==> src/sv/rms_layer_normalizer_assert.svh <==
// assertion macros for the rms layer normalizer
`ifndef RMS_LAYER_NORMALIZER_ASSERT_SVH
`define RMS_LAYER_NORMALIZER_ASSERT_SVH
`ifndef SYNTH
`define RMSN_ASSERT(lbl, clk, rst, prop, msg) \
  lbl: assert property (@(posedge clk) disable iff (rst) prop) else $error(msg);
`define RMSN_ASSERT_ALWAYS(lbl, clk, prop, msg) \
  lbl: assert property (@(posedge clk) prop) else $error(msg);
`else
`define RMSN_ASSERT(lbl, clk, rst, prop, msg)
`define RMSN_ASSERT_ALWAYS(lbl, clk, prop, msg)
`endif
`endif

==> src/sv/rmsn_pkg.sv <==
// shared constants and controller/datapath interface types
package rmsn_pkg;

  localparam int ROW_LEN_W = 7;
  localparam int EPS_W = 21;
  localparam int CFG_DATA_W = 21;
  localparam int CFG_IDX_W = 1;

  localparam logic [CFG_IDX_W-1:0] REG_ROW_LENGTH = 1'b0;
  localparam logic [CFG_IDX_W-1:0] REG_EPSILON = 1'b1;

  localparam logic [ROW_LEN_W-1:0] ROW_LENGTH_RESET = 7'd64;
  localparam logic [EPS_W-1:0] EPSILON_RESET = 21'd168;

  // reciprocal is 2^40 / rms, rms in q.20
  localparam int RECIP_SHIFT = 40;
  localparam int INV_W = 41;
  localparam int INV_SPLIT = 21;
  localparam int ROUND_SHIFT = 32;
  localparam int SQRT_PRESHIFT = 16;

  typedef struct packed {
    logic accept;
    logic mean_start;
    logic sqrt_load;
    logic sqrt_step;
    logic recip_start;
    logic inv_load;
    logic mag_load;
    logic plo_load;
    logic phi_load;
    logic out_load;
    logic k_inc;
  } cmd_t;

  typedef struct packed {
    logic final_item;
    logic div_done;
    logic sqrt_done;
    logic last_k;
  } status_t;

endpackage

==> src/sv/rmsn_ctrl.sv <==
// controller: request intake, row math sequencing and result emission
`include "rms_layer_normalizer_assert.svh"
module rmsn_ctrl (
  input  logic               clk,
  input  logic               rst,
  input  logic               sample_valid,
  output logic               sample_stall,
  output logic               result_valid,
  input  logic               result_stall,
  input  rmsn_pkg::status_t  status,
  output rmsn_pkg::cmd_t     cmd
);

  typedef enum logic [3:0] {
    S_IDLE,
    S_MEAN_GO,
    S_MEAN_WAIT,
    S_SQRT,
    S_RECIP_GO,
    S_RECIP_WAIT,
    S_RD,
    S_MAG,
    S_PLO,
    S_PHI,
    S_PUT
  } state_t;

  state_t state;

  assign sample_stall = (state != S_IDLE);

  always_comb begin
    cmd = '0;
    cmd.accept = (state == S_IDLE) && sample_valid;
    cmd.mean_start = (state == S_MEAN_GO);
    cmd.sqrt_load = (state == S_MEAN_WAIT) && status.div_done;
    cmd.sqrt_step = (state == S_SQRT) && !status.sqrt_done;
    cmd.recip_start = (state == S_RECIP_GO);
    cmd.inv_load = (state == S_RECIP_WAIT) && status.div_done;
    cmd.mag_load = (state == S_MAG);
    cmd.plo_load = (state == S_PLO);
    cmd.phi_load = (state == S_PHI);
    cmd.out_load = (state == S_PUT) && (!result_valid || !result_stall);
    cmd.k_inc = cmd.out_load && !status.last_k;
  end

  always_ff @(posedge clk) begin
    if (rst) begin
      state <= S_IDLE;
      result_valid <= 1'b0;
    end else begin
      if (cmd.out_load) begin
        result_valid <= 1'b1;
      end else if (!result_stall) begin
        result_valid <= 1'b0;
      end
      case (state)
        S_IDLE: begin
          if (cmd.accept && status.final_item) begin
            state <= S_MEAN_GO;
          end
        end
        S_MEAN_GO: state <= S_MEAN_WAIT;
        S_MEAN_WAIT: begin
          if (status.div_done) begin
            state <= S_SQRT;
          end
        end
        S_SQRT: begin
          if (status.sqrt_done) begin
            state <= S_RECIP_GO;
          end
        end
        S_RECIP_GO: state <= S_RECIP_WAIT;
        S_RECIP_WAIT: begin
          if (status.div_done) begin
            state <= S_RD;
          end
        end
        S_RD: state <= S_MAG;
        S_MAG: state <= S_PLO;
        S_PLO: state <= S_PHI;
        S_PHI: state <= S_PUT;
        S_PUT: begin
          if (cmd.out_load) begin
            state <= status.last_k ? S_IDLE : S_RD;
          end
        end
        default: state <= S_IDLE;
      endcase
    end
  end

  `RMSN_ASSERT(a_no_overwrite, clk, rst, (result_valid && result_stall) |-> !cmd.out_load, "result overwritten while stalled")
  `RMSN_ASSERT(a_row_closes, clk, rst, (cmd.accept && status.final_item) |=> sample_stall, "row end did not start normalization")
  `RMSN_ASSERT(a_div_done_place, clk, rst, status.div_done |-> (state == S_MEAN_WAIT || state == S_RECIP_WAIT), "divider finished outside a wait state")

endmodule

==> config.mk <==
export PLATFORM = sky130hd
export DESIGN_NAME = rmsn_ctrl
export DESIGN_NICKNAME = d
export VERILOG_FILES = /design/src/sv/rmsn_pkg.sv /design/src/sv/rmsn_ctrl.sv
export VERILOG_INCLUDE_DIRS = /design/src /design/src/sv
export SDC_FILE = /design/constraint.sdc
export NUM_CORES = 1
export LEC_CHECK = 0
export BUFFER_PORTS_ARGS = -buffer_cell sky130_fd_sc_hd__clkbuf_2
export CORE_AREA = 5 5 42 44
export DETAILED_ROUTE_END_ITERATION = 10
export DIE_AREA = 0 0 47 49
export MAX_ROUTING_LAYER = met4
export SYNTH_ARGS = -nofsm -noshare
export SYNTH_HDL_FRONTEND = slang
export SYNTH_SLANG_ARGS = --single-unit
==> constraint.sdc <==
create_clock -name clk -period 2.9 [get_ports clk]
set_input_delay 0.58 -clock clk [delete_from_list [all_inputs] [get_ports clk]]
set_output_delay 0.58 -clock clk [all_outputs]
set_load 0.02 [all_outputs]
==> results.ini, run 1 <==
[floorplanning]
pin_count=21
core.rowCount=14
die-area_sq_um=2303
die_h_um=49
dieWidth_um=47
core_sq_um=1401
initial_core_util=0.3179

[synth]
synth_cell_types=29
synth_common_cells=nor2_1, a21oi_1, dfxtp_1, nand2b_1, mux2i_1
synth.avg_cell_area_sq_um=7.815
syn_nets=65
synth_edf_count=0
post-synth-top-count-cell=nor2_1
syn_area_sq_um=445.4
synth_area_leaders=dfxtp_1, mux2i_1, nand2b_1
ys_ff_latch=5
yosysTopAreaCell=dfxtp_1
synth_top_area_frac=0.2247
ys.flop_type=dfxtp_1
synth_cells=57
ys_seq_area_frac=0.2247
ys_warn_count=0
synthArstFlopShare=0

[clock_tree]
cts_buffers=3
ctsResizeCount=0
cts_buffer_depth=2
clockRootBuffer=clkbuf_4
cts_sinks=5
cts_setup_buffers=0
clk_pin_slew_ns=0.05
cts_tree=yes
cts_hold_buf=0
clk_latency_ns=0.24
h-tree-depth=1

[worst_setup_path]
crit_type=reg -> out
reg2regPathDepth=4
worstPathRequired_ns=2.32
r2r-start=state[0]
r2r_end=state[1]
path_max_fanout=16
endpoint_kind=primary output
crit_arrival_ns=1.61
rrSetupSlack_ns=1.22
startpoint_type=flop

[routing]
via_per_inst=5.032
first_iter_violations=12
drtAntennaViolNets=0
drcViolationCount=0
wl_um=1073
dr_total_vias=468
drt_pass1_iterations=4
avgRoutedWirePerCell_um=11.54

[place]
dpl_cell_area_sq_um=535.5
placed_cells=89
hpwl_um=802.7
gp_congestion=0.7403
io_buffers=20

[cells_and_area]
fin_cells=93
drive_gt1_frac=0.3506
nets=86
fillCellCount=159
syn_to_final_growth_pct=26.12
design_area_sq_um=561.8
antennaDiodeCount=0

[grt]
grt_max_degree=17
grt_pass1_vias=441
use_met3=0.01476
top_usage_layer=met1
grt_usage=0.1003
grt_pass1_wl_um=1787
antenna_found_initial=0
grt_overflow=0
met1_usage=0.1491
grtUsageMet2=0.1380

[worst_hold_path]
worstHoldStart=result_valid
hold_depth=2
min_path_type=reg -> reg
hold_end=result_valid

[sta]
max_slew.worst_pin.slew_ns=0.5037
fin_hold_ws_ns=0.4988
finalSetupViolCount=0
slew_violations=0
finalCriticalPeriod_ns=2.187
rsz0062_at_grt=no
max_slew_margin=0.6637
fin_setup_tns_ns=0
finClkSkew_ns=0.003354
fmax_ghz=0.4572
period_share=0.7542
hold_violations=0

[status]
status=finished clean

[power_and_ir_drop]
p_per_area_nw_per_um2=769.5
power_w=0.0004323
vdd_ir_drop_max_uv=298.8
power.leakage_nw=0.2664

[flow_run]
drv_cap=0

[where the power goes]
group          leakage [nW]  internal, W  switching, W   total, W
combinational         0.211    0.0000957      0.000125   0.000221
clock                0.0150    0.0000520     0.0000283  0.0000804
sequential           0.0407    0.0000837     0.0000475   0.000131
total                 0.266     0.000231      0.000201   0.000432
[worst max-delay path, cell delays in order (launching register included)]
cell	delay (ns)
dfxtp_1	0.46
or4_1	0.63
nor2_1	0.11
clkbuf_2	0.17
[cell type report]
| class | instances | area, sq um | area share |
|---|---|---|---|
| clock buffers | 4 | 26.28 | 0.04677 |
| flip-flops and latches | 5 | 100.1 | 0.1782 |
| inverters | 3 | 11.26 | 0.02004 |
| well taps | 16 | 20.02 | 0.03563 |
| repair buffers | 20 | 100.1 | 0.1782 |
| multi-input cells | 45 | 304.0 | 0.5412 |
[cells by family after synthesis]
group,count (synthesis),share of synthesized area
AO/OA/AOI/OAI,13,0.2023
buffers and inverters,7,0.09270
flip-flops,5,0.2247
multiplexers,4,0.08989
AND/OR/NAND/NOR,28,0.3905
[through the flow]
| step | utilization | worst slack, ns |
|---|---|---|
| 6_report | 0.4009 | 0.7129 |
| 5_1_grt | 0.4009 | 0.5839 |
| 4_1_cts | 0.4009 | 0.7242 |
| 3_5_place_dp | 0.3821 | 0.9753 |
| 3_3_place_gp | 0.3821 | 1.000 |
| 2_1_floorplan | - | 0.9496 |
[registers in the layout, indices dropped and copies added (netlist names)]
| name | count |
|---|---|
| state | 4 |
| result_valid | 1 |
[cell usage in the layout, fill, tap and decap left out, types with 2 or more instances in the layout]
cell type   n
clkbuf_2   20
nor2_1      6
a21oi_1     5
nand2b_1    5
dfxtp_1     5
mux2i_1     4
inv_1       3
clkbuf_4    3
nand4bb_1   2
nand2_1     2
nor2b_1     2
nor3_1      2
[layer usage]
| layer | part of all wire | wire length (um) |
|---|---|---|
| met4 | 0 | 0 |
| met3 | 0.083 | 89 |
| met1 | 0.51 | 542 |
| met5 | 0 | 0 |
| met2 | 0.41 | 441 |
[worst max-delay path by stage]
stage	slack, ns	startpoint	depth (start not counted)	to
floorplan	0.95	result_stall	2	cmd[0]
global route	0.58	state[3]	4	cmd[0]
finish	0.71	state[0]	3	cmd[10]
detailed placement	0.98	state[0]	3	cmd[10]
global placement	1.00	state[0]	3	cmd[10]
CTS	0.72	state[0]	3	cmd[10]
Note: power is estimated with default switching activity, not from simulation.
==> run 2: changes to the inputs <==
--- a/config.mk
+++ b/config.mk
@@ -6,6 +6,7 @@
 export SDC_FILE = /design/constraint.sdc
 export NUM_CORES = 1
 export LEC_CHECK = 0
+export ABC_AREA = 1
 export BUFFER_PORTS_ARGS = -buffer_cell sky130_fd_sc_hd__clkbuf_2
 export CORE_AREA = 5 5 42 44
 export DETAILED_ROUTE_END_ITERATION = 10
==> constraint.sdc (replaced) <==
create_clock -name clk -period 2.15 [get_ports clk]
set_input_delay 0.43 -clock clk [delete_from_list [all_inputs] [get_ports clk]]
set_output_delay 0.43 -clock clk [all_outputs]
set_load 0.02 [all_outputs]
==> run 2 against run 1 <==
Synthesized cell count is 47% higher. Area after synthesis down 1.4%. Count of clock-buffer cells in the layout decreased by 1. Via count increased by 15%. Critical path depth rose by 2. Global-route usage grew 0.38 points. Sequential share of layout area down 0.76 points. Critical path type unchanged. Highest routed layer unchanged.
==> results.ini, run 2 <==
[status]
status=finished clean

[worst_setup_path]
max_stage_delay_ns=0.37  ; -0.26 ns
crit_type=reg -> out
startpoint_type=flop
critical_path.slowest_cell=dfxtp_1
cp_top_family=simple AND/OR/NAND/NOR gates
r2r-start=state[3]
rrSetupSlack_ns=0.83  ; -0.39 ns
worstPathRequired_ns=1.72  ; -0.60 ns
path_max_fanout=5  ; -11
cp_num_buf_inv=2  ; +1
crit_chain=inv_1, nor2_2, nand3b_1, nor2_1, clkbuf_2
r2r_end=state[1]
reg2regPathDepth=9  ; +5
endpoint_kind=primary output
crit_arrival_ns=1.32  ; -0.29 ns

[sta]
layout_setup_ws_ns=0.3977  ; -0.3153 ns
max_slew_margin=0.8131  ; +0.1494
slew_violations=0  ; unchanged
period_share=0.8150
max_slew.worst_pin.slew_ns=0.2799  ; -0.2238 ns
finalCriticalPeriod_ns=1.752
finClkSkew_ns=0.002177  ; -0.001177 ns
hold_violations=0  ; unchanged
finalSetupViolCount=0  ; unchanged
fmax_ghz=0.5707
fin_setup_tns_ns=0  ; unchanged
rsz0062_at_grt=no

[synth]
synthMuxAreaShare=0  ; -0.08989
synth_area_leaders=dfxtp_1, nand2_1, nor2_1
yosysTopAreaCell=dfxtp_1
synth_cell_types=13  ; -55%
synth_top_family_by_area=simple AND/OR/NAND/NOR gates
syn_nets=92  ; +42%
ys_ff_latch=5  ; unchanged
synth_simple_gate_area_frac=0.5755  ; +0.1850
synthXorXnorAreaFrac=0  ; unchanged
synthArstFlopShare=0  ; unchanged
synthAdderAreaFrac=0  ; unchanged
ys.flop_type=dfxtp_1
post-synth-top-count-cell=nand2_1
syn_area_sq_um=439.2  ; -1.4%
synth_compound_area_frac=0.06838  ; -0.1339
synth_edf_count=0  ; unchanged
ys_seq_area_frac=0.2279  ; +0.003201
ys_warn_count=0  ; unchanged
synth_common_cells=nand2_1, nor2_1, inv_1
synth.avg_cell_area_sq_um=5.228  ; -33%
synth_cells=84  ; +47%
synth_top_area_frac=0.2279  ; +0.003201

[flow_run]
drv_cap=0  ; unchanged

[worst_hold_path]
worstHoldStart=rst
hold_end=state[3]
hold_depth=2  ; unchanged
min_path_type=in -> reg

[routing]
dr_total_vias=538  ; +15%
via_per_inst=4.339  ; -14%
wl_um=1121  ; +4.5%
drt_pass1_iterations=4  ; unchanged
drcViolationCount=0  ; unchanged
first_iter_violations=8  ; -4
drtAntennaViolNets=0  ; unchanged
avgRoutedWirePerCell_um=9.040  ; -22%

[cells_and_area]
regMostFlops=state
drive_gt1_frac=0.2963  ; -0.05435
design_area_sq_um=586.8  ; +4.5%
antennaDiodeCount=0  ; unchanged
nets=117  ; +36%
reg_top3=state x4, result_valid x1
syn_to_final_growth_pct=33.62
final_common_cell=nand2_1
final_cell_mix=nand2_1, nor2_1, clkbuf_2
largest_reg_flops=4  ; unchanged

[grt]
antenna_found_initial=0  ; unchanged
grt_pass1_wl_um=1800  ; +0.73%
grt_usage=0.1040  ; +0.003758
grt_max_degree=9  ; -8
grt_pass1_vias=446  ; +1.1%
grt_overflow=0  ; unchanged

[clock_tree]
cts_buffer_depth=2  ; unchanged
cts_setup_buffers=0  ; unchanged
clk_latency_ns=0.24  ; about the same
cts_hold_buf=0  ; unchanged
cts_sinks=5  ; unchanged
cts_tree=yes
cts_buffers=3  ; unchanged
clk_pin_slew_ns=0.05  ; about the same
h-tree-depth=1  ; unchanged
clockRootBuffer=clkbuf_4
ctsResizeCount=0  ; unchanged

[place]
hpwl_um=961  ; +20%
dpl_cell_area_sq_um=559.3  ; +4.4%
gp_congestion=0.7976  ; +7.7%
io_buffers=20  ; unchanged
pre_cts_ws_ns=0.6587  ; -0.3166 ns

[floorplanning]
pin_count=21  ; unchanged
core.rowCount=14  ; unchanged
die-area_sq_um=2303  ; unchanged
dieWidth_um=47  ; unchanged
die_h_um=49  ; unchanged
core_sq_um=1401  ; unchanged
initial_core_util=0.3134  ; -0.004464

[power_and_ir_drop]
vdd_ir_drop_max_uv=414.1  ; +39%
power.leakage_nw=0.3714  ; +39%
p_per_area_nw_per_um2=1099  ; +43%
power_w=0.0006451  ; +49%

[run 2: cell types whose count changed in the layout (fill, tap and decap cells not counted), moves of 4 or more]
cell	change
nand2_1	+22
inv_1	+10
nand2b_1	-5
mux2i_1	-4
nor2_1	+16
nor2_2	+5
[run 2: metrics by stage]
stage | cells | hold WS, ns | util
after detailed placement | 120 | 0.5023 | 0.3991
after CTS | 124 | 0.3741 | 0.4188
after global routing | 124 | 0.3857 | 0.4188
final | 124 | 0.3759 | 0.4188
after floorplan | 84 | 0.4991 | -
after global placement | 120 | 0.4951 | 0.3991
[run 2: area by class of cell]
| class | count | area, sq um |
|---|---|---|
| fillers | 166 | 814.5 |
| multi-input cells | 64 | 282.8 |
| flip-flops and latches | 5 | 100.1 |
| repair buffers | 20 | 100.1 |
| inverters | 15 | 56.30 |
| clock buffers | 3 | 22.52 |
| well taps | 16 | 20.02 |
| clock inverters | 1 | 5.005 |
[run 2: worst reg2reg max path: cells and delay by family (launching register included)]
kind                   cells  cell delay (ns)
buffers and inverters      1             0.09
flip-flops                 1             0.37
AND/OR/NAND/NOR            8             0.74
[run 2: per-layer routing]
metal	vias up	wire length [um]	GRT usage
li1	303	-	-
met1	221	542	0.1432
met2	14	506	0.1584
met3	0	72	0.01107
met4	0	0	0.02765
met5	-	0	-
[run 2: cell families (layout without fill, tap and decap cells)]
kind of cell           count (synthesis)  count (layout)
and+or+nand+nor                       58              58
buffers and inverters                 15              39
AOI/OAI and AO/OA                      6               6
DFF                                    5               5
[run 2: worst max-delay path by stage]
stage	from	to	slack, ns	cells past startpoint
floorplan	state[2]	cmd[10]	0.64	3
global placement	state[3]	cmd[0]	0.70	5
detailed placement	state[3]	cmd[0]	0.66	5
CTS	state[3]	cmd[0]	0.39	5
global route	state[3]	cmd[0]	0.29	5
finish	state[3]	cmd[0]	0.40	5
[run 2: report_power, final]
part / switching (W) / internal, W
clock network: 0.0000395 / 0.0000673
registers: 0.0000357 / 0.000116
logic: 0.000261 / 0.000126
==> run 3: changes to the inputs <==
==> constraint.sdc (replaced) <==
create_clock -name clk -period 1.55 [get_ports clk]
set_input_delay 0.31 -clock clk [delete_from_list [all_inputs] [get_ports clk]]
set_output_delay 0.31 -clock clk [all_outputs]
set_load 0.02 [all_outputs]
==> run 3 against run 2 <==
Sequential power up 57%. Worst hold slack worse by 0.13 ns. Utilization up 3.6 points. Sequential share of layout area up 0.23 points. Critical endpoint unchanged. Combinational power up 44%. Largest cell class unchanged. Total power up 46%. Die area unchanged. Largest power group unchanged. Critical path type unchanged.
==> results.ini, run 3 (synthesized netlist as in run 2, its figures left out) <==
[routing]
first_iter_violations=10  ; +2
dr_total_vias=553  ; +2.8%
avgRoutedWirePerCell_um=9.432  ; +4.3%
drt_pass1_iterations=4  ; unchanged
drtAntennaViolNets=0  ; unchanged
via_per_inst=4.424  ; +2.0%
drcViolationCount=0  ; unchanged
wl_um=1179  ; +5.2%

[sta]
max_slew.worst_pin.slew_ns=0.2327  ; -0.04721 ns
rsz0062_at_grt=yes
finClkSkew_ns=0.002172  ; -0.000004160 ns
finalCriticalPeriod_ns=1.525
fmax_ghz=0.6559
hold_violations=0  ; unchanged
max_slew_margin=0.8432  ; +0.03009
slew_violations=0  ; unchanged
period_share=0.9836
finalSetupViolCount=0  ; unchanged

[worst_setup_path]
reg2regPathDepth=9  ; unchanged
r2r-start=state[3]
critical_path.slowest_cell=dfxtp_4
path_max_fanout=5  ; unchanged
cp_num_cells=5  ; unchanged
crit_arrival_ns=1.21  ; -0.11 ns
rrSetupSlack_ns=0.32  ; -0.51 ns
crit_chain=inv_4, nor2_4, nand3b_1, nor2_1, buf_4
endpoint_kind=primary output
critPathCapture=cmd[0]
r2r_end=state[1]
startpoint=state[3]
crit_type=reg -> out
worstPathRequired_ns=1.24  ; -0.48 ns
cp_num_buf_inv=2  ; unchanged
max_stage_delay_ns=0.37  ; about the same
cp_top_family=simple AND/OR/NAND/NOR gates
startpoint_type=flop

[cells_and_area]
final_util=0.4545  ; +0.03571
final_cell_mix=nand2_1, nor2_1, clkbuf_2
reg_top3=state x4, result_valid x1
drive_gt1_frac=0.3853  ; +0.08902
antennaDiodeCount=0  ; unchanged
largest_reg_flops=4  ; unchanged
regMostFlops=state
syn_to_final_growth_pct=45.01
nets=118  ; +0.85%
fillCellCount=168  ; +1.2%
final_common_cell=nand2_1

[floorplanning]
core.rowCount=14  ; unchanged
dieWidth_um=47  ; unchanged
initial_core_util=0.3134  ; unchanged
core_sq_um=1401  ; unchanged
die-area_sq_um=2303  ; unchanged
die_h_um=49  ; unchanged
pin_count=21  ; unchanged

[status]
status=finished clean

[power_and_ir_drop]
p_switching_w=0.0004917  ; +46%
p_per_area_nw_per_um2=1483  ; +35%
internal-power_w=0.0004527  ; +46%
pwr-share-clk=0.159  ; -0.007
vdd_ir_drop_max_uv=627.9  ; +52%
combPwrFrac=0.588  ; -0.011
pwr-share-seq=0.253  ; +0.018
switching_share=0.5207  ; about the same
power_w=0.0009444  ; +46%
power.leakage_nw=0.3819  ; +2.8%

[clock_tree]
cts_buffers=3  ; unchanged
cts_tree=yes
cts_hold_buf=0  ; unchanged
clk_latency_ns=0.24  ; about the same
cts_buffer_depth=2  ; unchanged
cts_sinks=5  ; unchanged
clockRootBuffer=clkbuf_4
h-tree-depth=1  ; unchanged
clk_pin_slew_ns=0.05  ; about the same

[place]
gp_congestion=0.7977  ; about the same
hpwl_um=960.4  ; about the same
io_buffers=20  ; unchanged

[grt]
grt_overflow=0  ; unchanged
antenna_found_initial=0  ; unchanged
grt_max_degree=9  ; unchanged
grt_pass1_vias=453  ; +1.6%
grt_pass1_wl_um=1883  ; +4.6%
grt_usage=0.1098  ; +0.005780

[flow_run]
drv_cap=0  ; unchanged

[worst_hold_path]
min_path_type=in -> reg

-- run 3: repair_timing --
action,CTS,global route
setup buffers,0,1
resized for setup,8,12
pin swaps,0,3
endpoints found under the setup margin,6,8
-- run 3: worst min path at each step --
stage / start / to / slack (ns) / cells after the start
global placement: result_valid / result_valid / 0.50 / 2
floorplan: rst / result_valid / 0.38 / 1
detailed placement: result_valid / result_valid / 0.50 / 2
global route: rst / state[3] / 0.25 / 2
CTS: rst / state[3] / 0.25 / 2
finish: rst / state[3] / 0.25 / 2
-- run 3: cell type report --
cell class / count / area [sq um] / share of cell area
multi-input combinational: 64 / 307.8 / 0.4833
clock buffer: 3 / 22.52 / 0.03536
tap: 16 / 20.02 / 0.03143
inverter: 15 / 58.81 / 0.09234
sequential: 5 / 110.1 / 0.1729
clock inverter: 1 / 5.005 / 0.007859
timing repair buffer: 21 / 112.6 / 0.1768
-- run 3: per-layer routing --
| metal | wire length [um] | share of wire | vias up | track usage |
|---|---|---|---|---|
| met1 | 551 | 0.47 | 234 | 0.1476 |
| li1 | - | - | 307 | - |
| met2 | 560 | 0.47 | 12 | 0.1719 |
| met4 | 0 | 0 | 0 | 0.02765 |
| met3 | 67 | 0.057 | 0 | 0.01107 |
| met5 | 0 | 0 | - | - |
-- run 3: power by group through the flow --
stage | clock network, W | logic, W | registers (W)
2_1_floorplan | 0 | 0.000409 | 0.000203
3_3_place_gp | 0 | 0.000540 | 0.000212
3_5_place_dp | 0 | 0.000539 | 0.000211
4_1_cts | 0.000156 | 0.000552 | 0.000226
5_1_grt | 0.000164 | 0.000637 | 0.000247
6_report | 0.000150 | 0.000556 | 0.000239
-- run 3: per-stage QoR --
stage / worst slack, ns / cell area [sq um] / instances / hold WS [ns] / setup TNS (ns)
6_report: 0.02547 / 636.9 / 125 / 0.2461 / 0
5_1_grt: -0.05377 / 636.9 / 125 / 0.2500 / -0.07053
4_1_cts: -0.008937 / 609.3 / 124 / 0.2489 / -0.008937
3_5_place_dp: 0.1840 / 559.3 / 120 / 0.5002 / 0
3_3_place_gp: 0.2179 / 559.3 / 120 / 0.4951 / 0
2_1_floorplan: 0.1644 / 439.2 / 84 / 0.3791 / 0
